==> src/hw/rtl/smd_pkg.sv <==
// Types and codes shared by the STUN message deframer modules.
`timescale 1ns / 1ps
`default_nettype none

package smd_pkg;

    typedef enum logic [1:0] {
        EV_HEADER = 2'd0,
        EV_ATTR   = 2'd1,
        EV_DONE   = 2'd2,
        EV_ERROR  = 2'd3
    } smd_event_t;

    typedef enum logic [1:0] {
        ERR_NONE  = 2'd0,
        ERR_SHORT = 2'd1,
        ERR_ALIGN = 2'd2,
        ERR_TRUNC = 2'd3
    } smd_error_t;

    localparam int HDR_BYTES  = 20;
    localparam int QUEUE_DEPTH = 4;

    localparam logic [16:0] POS_MAX = 17'h1FFFF;
    localparam logic [17:0] OFF_MAX = 18'h3FFFF;

    typedef struct packed {
        logic [1:0]  event_res;
        logic [15:0] class_bits;
        logic [3:0]  method_bits;
        logic [15:0] message_length;
        logic [15:0] attribute_type;
        logic [16:0] padded_length;
        logic [17:0] attribute_offset;
        logic [1:0]  error_code;
        logic        last_of_run;
    } smd_res_t;

    // Results produced by one accepted byte: zero, one or two.
    typedef struct packed {
        logic [1:0] cnt;
        smd_res_t   res0;
        smd_res_t   res1;
    } smd_push_t;

endpackage

`default_nettype wire

==> src/hw/rtl/smd_parser.sv <==
// Byte-serial STUN header and attribute walk; emits up to two results per byte.
`timescale 1ns / 1ps
`default_nettype none

module smd_parser (
    input  wire logic              aclk,
    input  wire logic              aresetn,
    input  wire logic              byte_accept,
    input  wire logic [7:0]        data_byte,
    input  wire logic              end_of_datagram,
    output smd_pkg::smd_push_t     push
);

    typedef enum logic [1:0] {
        PH_HEADER,
        PH_ATTR_HDR,
        PH_VALUE,
        PH_SKIP
    } phase_t;

    phase_t      phase_reg,     phase_next;
    logic [4:0]  hc_reg,        hc_next;
    logic [15:0] type_reg,      type_next;
    logic [15:0] len_reg,       len_next;
    logic [16:0] pos_reg,       pos_next;
    logic [31:0] ahdr_reg,      ahdr_next;
    logic [16:0] vleft_reg,     vleft_next;
    logic [17:0] off_reg,       off_next;

    logic [4:0]  hc_inc;
    logic [16:0] pos_inc;
    logic [16:0] padded;
    logic [17:0] attr_start;
    logic [31:0] ahdr_shift;
    logic [16:0] vleft_dec;
    logic        walk_check;
    logic        finished;
    logic [1:0]  n;
    smd_pkg::smd_res_t slot [2];

    function automatic smd_pkg::smd_res_t make_res(
        input logic [1:0]  ev,
        input logic [15:0] cls,
        input logic [3:0]  meth,
        input logic [15:0] mlen,
        input logic [15:0] atype,
        input logic [16:0] plen,
        input logic [17:0] aoff,
        input logic [1:0]  err
    );
        smd_pkg::smd_res_t r;
        r.event_res        = ev;
        r.class_bits       = cls;
        r.method_bits      = meth;
        r.message_length   = mlen;
        r.attribute_type   = atype;
        r.padded_length    = plen;
        r.attribute_offset = aoff;
        r.error_code       = err;
        r.last_of_run      = 1'b0;
        return r;
    endfunction

    assign hc_inc     = hc_reg + 5'd1;
    assign pos_inc    = (pos_reg != smd_pkg::POS_MAX) ? pos_reg + 17'd1 : pos_reg;
    assign ahdr_shift = {ahdr_reg[23:0], data_byte};
    assign padded     = ({1'b0, ahdr_shift[15:0]} + 17'd3) & ~17'd3;
    assign attr_start = (off_reg >= 18'd3) ? off_reg - 18'd3 : 18'd0;
    assign vleft_dec  = (vleft_reg != 17'd0) ? vleft_reg - 17'd1 : vleft_reg;

    always_comb begin
        phase_next = phase_reg;
        hc_next    = hc_reg;
        type_next  = type_reg;
        len_next   = len_reg;
        pos_next   = pos_reg;
        ahdr_next  = ahdr_reg;
        vleft_next = vleft_reg;
        off_next   = (off_reg != smd_pkg::OFF_MAX) ? off_reg + 18'd1 : off_reg;
        walk_check = 1'b0;
        finished   = 1'b0;
        n          = 2'd0;
        slot[0]    = '0;
        slot[1]    = '0;

        if (phase_reg == PH_HEADER) begin
            if (hc_reg < 5'd2) begin
                type_next = {type_reg[7:0], data_byte};
            end else if (hc_reg < 5'd4) begin
                len_next = {len_reg[7:0], data_byte};
            end
            hc_next = hc_inc;
            if (hc_inc >= 5'(smd_pkg::HDR_BYTES)) begin
                slot[n[0]] = make_res(smd_pkg::EV_HEADER, type_next & 16'hFFF0,
                                      type_next[3:0], len_next, 16'd0, 17'd0, 18'd0,
                                      smd_pkg::ERR_NONE);
                n = n + 2'd1;
                hc_next  = 5'd0;
                pos_next = 17'd0;
                if (len_next[1:0] != 2'd0) begin
                    slot[n[0]] = make_res(smd_pkg::EV_ERROR, 16'd0, 4'd0, len_next,
                                          16'd0, 17'd0, 18'd0, smd_pkg::ERR_ALIGN);
                    n = n + 2'd1;
                    finished = 1'b1;
                end else if (len_next == 16'd0) begin
                    slot[n[0]] = make_res(smd_pkg::EV_DONE, 16'd0, 4'd0, len_next,
                                          16'd0, 17'd0, 18'd0, smd_pkg::ERR_NONE);
                    n = n + 2'd1;
                    finished = 1'b1;
                end else begin
                    phase_next = PH_ATTR_HDR;
                end
            end else if (end_of_datagram) begin
                slot[n[0]] = make_res(smd_pkg::EV_ERROR, 16'd0, 4'd0, len_next,
                                      16'd0, 17'd0, 18'd0, smd_pkg::ERR_SHORT);
                n = n + 2'd1;
                finished = 1'b1;
            end
        end else if (phase_reg == PH_ATTR_HDR) begin
            ahdr_next = ahdr_shift;
            pos_next  = pos_inc;
            hc_next   = hc_inc;
            if (hc_inc >= 5'd4) begin
                slot[n[0]] = make_res(smd_pkg::EV_ATTR, 16'd0, 4'd0, len_reg,
                                      ahdr_shift[31:16], padded, attr_start,
                                      smd_pkg::ERR_NONE);
                n = n + 2'd1;
                hc_next = 5'd0;
                if (padded == 17'd0) begin
                    walk_check = 1'b1;
                end else begin
                    vleft_next = padded;
                    phase_next = PH_VALUE;
                end
            end
        end else if (phase_reg == PH_VALUE) begin
            pos_next   = pos_inc;
            vleft_next = vleft_dec;
            if (vleft_dec == 17'd0) begin
                phase_next = PH_ATTR_HDR;
                walk_check = 1'b1;
            end
        end

        if (phase_reg != PH_SKIP) begin
            if (walk_check && (pos_next >= {1'b0, len_reg})) begin
                slot[n[0]] = make_res(smd_pkg::EV_DONE, 16'd0, 4'd0, len_reg,
                                      16'd0, 17'd0, 18'd0, smd_pkg::ERR_NONE);
                n = n + 2'd1;
                finished = 1'b1;
            end
            if (!finished && end_of_datagram && (phase_next != PH_HEADER)) begin
                slot[n[0]] = make_res(smd_pkg::EV_ERROR, 16'd0, 4'd0, len_next,
                                      16'd0, 17'd0, 18'd0, smd_pkg::ERR_TRUNC);
                n = n + 2'd1;
                finished = 1'b1;
            end
            if (finished && !end_of_datagram) begin
                phase_next = PH_SKIP;
            end
        end else begin
            // Drop bytes until the datagram ends.
            off_next = off_reg;
            finished = 1'b1;
        end

        if (n == 2'd1) begin
            slot[0].last_of_run = 1'b1;
        end else if (n == 2'd2) begin
            slot[1].last_of_run = 1'b1;
        end
    end

    assign push.cnt  = byte_accept ? n : 2'd0;
    assign push.res0 = slot[0];
    assign push.res1 = slot[1];

    always_ff @(posedge aclk) begin
        if (!aresetn || (byte_accept && finished && end_of_datagram)) begin
            phase_reg <= PH_HEADER;
            hc_reg    <= '0;
            type_reg  <= '0;
            len_reg   <= '0;
            pos_reg   <= '0;
            ahdr_reg  <= '0;
            vleft_reg <= '0;
            off_reg   <= '0;
        end else if (byte_accept) begin
            phase_reg <= phase_next;
            hc_reg    <= hc_next;
            type_reg  <= type_next;
            len_reg   <= len_next;
            pos_reg   <= pos_next;
            ahdr_reg  <= ahdr_next;
            vleft_reg <= vleft_next;
            off_reg   <= off_next;
        end
    end

endmodule

`default_nettype wire

==> src/hw/rtl/smd_res_fifo.sv <==
// Four-entry result queue; takes up to two results per cycle, hands out one while out_ready is high.
`timescale 1ns / 1ps
`default_nettype none

module smd_res_fifo (
    input  wire logic               aclk,
    input  wire logic               aresetn,
    input  wire smd_pkg::smd_push_t push,
    output logic                    room,
    output logic                    out_valid,
    input  wire logic               out_ready,
    output smd_pkg::smd_res_t       out_res
);

    localparam int PW = $clog2(smd_pkg::QUEUE_DEPTH);

    smd_pkg::smd_res_t entry_reg [smd_pkg::QUEUE_DEPTH];
    logic [PW-1:0]     wr_ptr_reg, wr_ptr_next;
    logic [PW-1:0]     rd_ptr_reg, rd_ptr_next;
    logic [PW:0]       count_reg,  count_next;
    logic [PW-1:0]     wr_ptr_p1;
    logic              pop;

    assign pop       = out_valid && out_ready;
    assign wr_ptr_p1 = wr_ptr_reg + PW'(1);
    assign out_valid = (count_reg != '0);
    assign out_res   = entry_reg[rd_ptr_reg];
    // Leave space for the worst case of two results from one byte.
    assign room      = (count_reg <= (PW+1)'(smd_pkg::QUEUE_DEPTH - 2));

    always_comb begin
        wr_ptr_next = wr_ptr_reg + PW'(push.cnt);
        rd_ptr_next = pop ? rd_ptr_reg + PW'(1) : rd_ptr_reg;
        count_next  = count_reg + (PW+1)'(push.cnt) - (PW+1)'(pop);
    end

    always_ff @(posedge aclk) begin
        if (!aresetn) begin
            wr_ptr_reg <= '0;
            rd_ptr_reg <= '0;
            count_reg  <= '0;
        end else begin
            wr_ptr_reg <= wr_ptr_next;
            rd_ptr_reg <= rd_ptr_next;
            count_reg  <= count_next;
        end
    end

    always_ff @(posedge aclk) begin
        if (push.cnt != 2'd0) begin
            entry_reg[wr_ptr_reg] <= push.res0;
        end
        if (push.cnt == 2'd2) begin
            entry_reg[wr_ptr_p1] <= push.res1;
        end
    end

endmodule

`default_nettype wire

==> src/hw/rtl/stun_message_deframer.sv <==
// Top level of the STUN message deframer: byte parser plus result queue.
//
//   channel | direction | payload                                   | handshake
//   s_      | in        | data_byte, end_of_datagram                | s_valid/s_ready
//   m_      | out       | event, class, method, lengths, type, etc. | m_valid/m_ready
//
// One byte is parsed per cycle in the cycle it is accepted; its results land in
// a four-entry queue and leave one per cycle on the m_ side from the next cycle.
// s_ready falls while fewer than two queue entries are free. With m_ready held
// high the queue never holds more than two results, so bytes go back to back;
// a stalled m_ side stalls the input once three results wait.
// aresetn is synchronous and clears the parser state and the queue.
`timescale 1ns / 1ps
`default_nettype none

module stun_message_deframer (
    input  wire logic        aclk,
    input  wire logic        aresetn,
    input  wire logic        s_valid,
    output logic             s_ready,
    input  wire logic [7:0]  s_data_byte,
    input  wire logic        s_end_of_datagram,
    output logic             m_valid,
    input  wire logic        m_ready,
    output logic [1:0]       m_event_res,
    output logic [15:0]      m_class_bits,
    output logic [3:0]       m_method_bits,
    output logic [15:0]      m_message_length,
    output logic [15:0]      m_attribute_type,
    output logic [16:0]      m_padded_length,
    output logic [17:0]      m_attribute_offset,
    output logic [1:0]       m_error_code,
    output logic             m_last_of_run
);

    smd_pkg::smd_push_t push;
    smd_pkg::smd_res_t  head;
    logic               room;

    assign s_ready = room;

    smd_parser u_parser (
        .aclk            (aclk),
        .aresetn         (aresetn),
        .byte_accept     (s_valid && room),
        .data_byte       (s_data_byte),
        .end_of_datagram (s_end_of_datagram),
        .push            (push)
    );

    smd_res_fifo u_fifo (
        .aclk      (aclk),
        .aresetn   (aresetn),
        .push      (push),
        .room      (room),
        .out_valid (m_valid),
        .out_ready (m_ready),
        .out_res   (head)
    );

    assign m_event_res        = head.event_res;
    assign m_class_bits       = head.class_bits;
    assign m_method_bits      = head.method_bits;
    assign m_message_length   = head.message_length;
    assign m_attribute_type   = head.attribute_type;
    assign m_padded_length    = head.padded_length;
    assign m_attribute_offset = head.attribute_offset;
    assign m_error_code       = head.error_code;
    assign m_last_of_run      = head.last_of_run;

endmodule

`default_nettype wire

==> config.mk <==
export PLATFORM = sky130hd
export DESIGN_NAME = stun_message_deframer
export DESIGN_NICKNAME = d
export VERILOG_FILES = /design/src/hw/rtl/smd_pkg.sv /design/src/hw/rtl/smd_parser.sv /design/src/hw/rtl/smd_res_fifo.sv /design/src/hw/rtl/stun_message_deframer.sv
export SDC_FILE = /design/constraint.sdc
export NUM_CORES = 1
export LEC_CHECK = 0
export BUFFER_PORTS_ARGS = -buffer_cell sky130_fd_sc_hd__buf_2
export CAP_MARGIN = 20
export CELL_PAD_IN_SITES_DETAIL_PLACEMENT = 0
export CELL_PAD_IN_SITES_GLOBAL_PLACEMENT = 1
export CORE_ASPECT_RATIO = 0.9
export CORE_MARGIN = 2
export CORE_UTILIZATION = 25
export DETAILED_ROUTE_END_ITERATION = 12
export PLACE_DENSITY = 0.56
export SYNTH_ARGS = -nofsm -noshare
export SYNTH_HDL_FRONTEND = slang
export SYNTH_SLANG_ARGS = --single-unit
==> constraint.sdc <==
create_clock -name aclk -period 31.4 [get_ports aclk]
set_input_delay 4.71 -clock aclk [delete_from_list [all_inputs] [get_ports aclk]]
set_output_delay 4.71 -clock aclk [all_outputs]
set_load 0.03 [all_outputs]
==> run_results.csv <==
group,metric,value,unit
worst_setup_path,end_kind,"flip-flop",
yosys,synth_edf_count,344,
power_and_ir_drop,p_per_area,64.1,nW/um^2
drt,wire_per_inst,20.9,microns
yosys,synthCells,2049,
sta,fin_setup_tns,0,ns
cts,numCtsBuffers,52,
global_route,grt_usage,14.8,%
global_route,grt_overflow,0,
power_and_ir_drop,seqPwrFrac,41.9,%
worst_setup_path,worstPathRequired,31.76,ns
sta,finClkSkew,0.0377,ns
power_and_ir_drop,p_switching,0.000525,W
cts,post_cts_buffers,0,
yosys,ys_async_sr_fraction,0,%
power_and_ir_drop,internal-power,0.00115,W
yosys,synth-simple-area-share,16.5,%
yosys,synthTopCellsByArea,"edfxtp_1, dfxtp_1, mux4_2, nor2_1, nand2_1",
placement,io_buffers,100,
sta,hold_viol_final,0,
placement,gp_congestion,0.794,
worst_setup_path,crit_type,"primary input to flip-flop",
drt,dr.pass1.iters,6,
yosys,syn_area,22800,sq um
sta,min_period_over_period,29.4,%
placement,place_area,24500,sq um
layout,syn_to_final_growth,14.8,%
sta,setup_violations,0,
drt,remaining_drc_errors,0,
cts,cts_hold_buf,0,
worst_hold_path,min_path_type,"flip-flop to flip-flop",
yosys,seq_area_frac_synth,56.1,%
sta,max_freq,0.109,GHz
power_and_ir_drop,p_clk_share,35.9,%
cts,htreeDepth,2,
worst_setup_path,path_max_fanout,72,
yosys,yosys_warnings,0,
sta,layout_setup_ws,22.18,ns
layout,seqCellArea,12800,sq um
die,ios,107,
run,maxCapViolCount,0,
yosys,synth_compound_area_share,9.16,%
yosys,ys_ff_latch,468,
die,die_h,291,microns
layout,largest_register_ffs,344,
global_route,antenna_found_initial,4,
cts,cts_sinks,468,
die,core_area,90800,sq um
cts,cts_tree,"built",
outcome,status,"completed",
cts,clk_path_buf_depth,3,
drt,drt_iter0_drc,1314,
drt,drtAntennaViolNets,0,
worst_setup_path,worst-r2r-setup-slack,23.21,ns
sta,maxSlewViolCount,0,
yosys,synth_top_flop_cell,"edfxtp_1",
worst_setup_path,critPathArrivalTime,9.57,ns
die,rows,105,
yosys,synth_top_family_by_area,"simple AND/OR/NAND/NOR gates",
sta,tightestPinTransition,1.15,ns
global_route,grt_max_degree,82,
cts,clkTransAtPathRegs,0.06,ns
cts,clk_latency,0.63,ns
cts,cts-root-buf,"clkbuf_16",
global_route,grt_pass1_vias,16200,
layout,fillers,9358,
placement,hpwlAfterDp,43200,microns
layout,multiInputGateArea,9320,sq um
sta,timing.final.crit_period,9.22,ns
drt,vias,16200,
yosys,synth_fa_ha_area_share,1.61,%
yosys,synthMuxAreaShare,11.1,%
die,die_w,323,microns
layout,postLayoutCellArea,26200,sq um
power_and_ir_drop,switching_share,31.3,%
power_and_ir_drop,peakVddDrop,0.0395,mV
worst_setup_path,startpoint_type,"primary input",
global_route,grt_pass1_wl,105000,microns
die,dieArea,93800,sq um
die,start_util,25.1,%
yosys,avgSynthCellArea,11.1,sq um
power_and_ir_drop,p_comb_share,22.2,%
layout,drive_gt1_share,16.5,%
sta,rsz0062_at_grt,"false",
yosys,synth.largest_area_cell,"edfxtp_1",
power_and_ir_drop,p_leak,9.32,nW
placement,dp_slack,21.61,ns
cts,cts_resized,0,
yosys,synth_cell_type_count,81,
drt,totalWireLength,70200,microns
layout,fin_nets,2117,
drt,viasPerCell,4.85,
yosys,synth-xor-area-share,2.03,%
yosys,synth_top_area_share,45.2,%
sta,relSlewSlack,23.1,%
-- Yosys cell counts (21+ instances only) --
library cell / number
nor2_1: 372
edfxtp_1: 344
nand2_1: 276
dfxtp_1: 124
clkbuf_1: 110
a21oi_1: 103
mux4_2: 86
o2bb2ai_1: 58
o21ai_0: 42
inv_1: 35
mux2i_1: 35
buf_1: 32
xor2_1: 31
nand3_1: 30
nor3_1: 29
ha_1: 27
xnor2_1: 22
a22oi_1: 21
-- worst max-delay path, cell delays in order --
cell      delay (ns)
buf_2           0.26
o2111a_1        0.40
nand4_1         0.27
o22a_1          0.28
nor4b_1         0.53
o21ai_1         0.38
and3_1          0.30
ha_1            0.29
nor2_1          0.11
or4_1           0.46
nor3b_2         0.23
buf_4           0.88
mux2_2          0.42
-- layout by cell type, fill, tap and decap left out, types with 6 or more instances in the layout --
| master | Yosys | final |
|---|---|---|
| o31ai_1 | 8 | 7 |
| conb_1 | 1 | 6 |
| nor4_1 | 15 | 14 |
| o2bb2ai_1 | 58 | 58 |
| a22oi_1 | 21 | 21 |
| mux4_2 | 86 | 86 |
| o211ai_1 | 12 | 12 |
| nor2_1 | 372 | 372 |
| o21ai_0 | 42 | 42 |
| nor3_1 | 29 | 29 |
| nand4_1 | 20 | 20 |
| xnor2_1 | 22 | 22 |
| clkbuf_1 | 110 | 16 |
| nand2b_1 | 16 | 16 |
| or3_1 | 12 | 12 |
| or4_1 | 14 | 14 |
| mux2i_1 | 35 | 35 |
| a21oi_1 | 103 | 101 |
| mux2_2 | 20 | 20 |
| dfxtp_1 | 124 | 122 |
| xor2_1 | 31 | 31 |
| nor3b_1 | 8 | 6 |
| or2_2 | 9 | 9 |
| clkbuf_16 | 0 | 53 |
| nand3_1 | 30 | 30 |
| clkbuf_8 | 0 | 8 |
| nor2b_1 | 7 | 7 |
| clkinv_2 | 0 | 9 |
| ha_1 | 27 | 27 |
| inv_1 | 35 | 35 |
| and2_1 | 15 | 15 |
| buf_4 | 9 | 30 |
| buf_2 | 8 | 100 |
| edfxtp_1 | 344 | 344 |
| nand2_1 | 276 | 275 |
-- final timing paths --
| check | from | end | depth (start not counted) |
|---|---|---|---|
| min reg2reg | u_parser.ahdr_reg[16]$_SDFFE_PP0P_ | u_parser.ahdr_reg[16]$_SDFFE_PP0P_ | 2 |
| min | u_parser.ahdr_reg[16]$_SDFFE_PP0P_ | u_parser.ahdr_reg[16]$_SDFFE_PP0P_ | 2 |
| max | s_data_byte[0] | u_fifo.entry_reg[1][90]$_DFFE_PP_ | 13 |
| max reg2reg | u_parser.phase_reg[0]$_SDFFE_PP0P_ | u_fifo.entry_reg[1][90]$_DFFE_PP_ | 22 |
-- power by group through the flow --
stage               clock network [W]  logic (W)  registers, W
floorplan                           0   0.000266      0.000711
global placement                    0   0.000382      0.000716
detailed placement                  0   0.000383      0.000717
CTS                          0.000618   0.000384      0.000704
global route                 0.000639   0.000402      0.000706
finish                       0.000603   0.000373      0.000703
-- layer usage --
metal / global-route usage [%] / part of all wire (%) / up-vias
met5: 0 / 0.019 / -
met4: 3.88 / 2.2 / 2
met3: 2.07 / 4.7 / 102
met2: 24.6 / 48 / 427
met1: 20.0 / 45 / 8213
li1: - / - / 7502
-- metrics by stage --
step	total power (W)	hold slack (ns)	utilization, %	std cells
6_report	0.00168	0.455	28.9	3351
5_1_grt	0.00175	0.478	28.9	3349
4_1_cts	0.00171	0.457	28.8	3347
3_5_place_dp	0.00110	0.448	27.0	3250
3_3_place_gp	0.00110	0.440	27.0	3250
2_1_floorplan	0.000977	0.434	-	2054
-- layout make-up --
cell class	instances	area share [%]
Antenna cell	2	0.0191
Clock buffer	77	5.71
Clock inverter	20	0.587
Inverter	35	0.501
Multi-Input combinational cell	1388	35.6
Sequential cell	468	48.9
Tap cell	1230	5.87
Timing Repair Buffer	131	2.85
-- cell families after synthesis --
kind of cell,after synthesis
buf+inv,198
xor+xnor,53
compound gates,309
mux,142
simple gates,849
flops,468
fa+ha+maj,29
other cells,1
No activity file was read; power rests on OpenSTA's default activity.
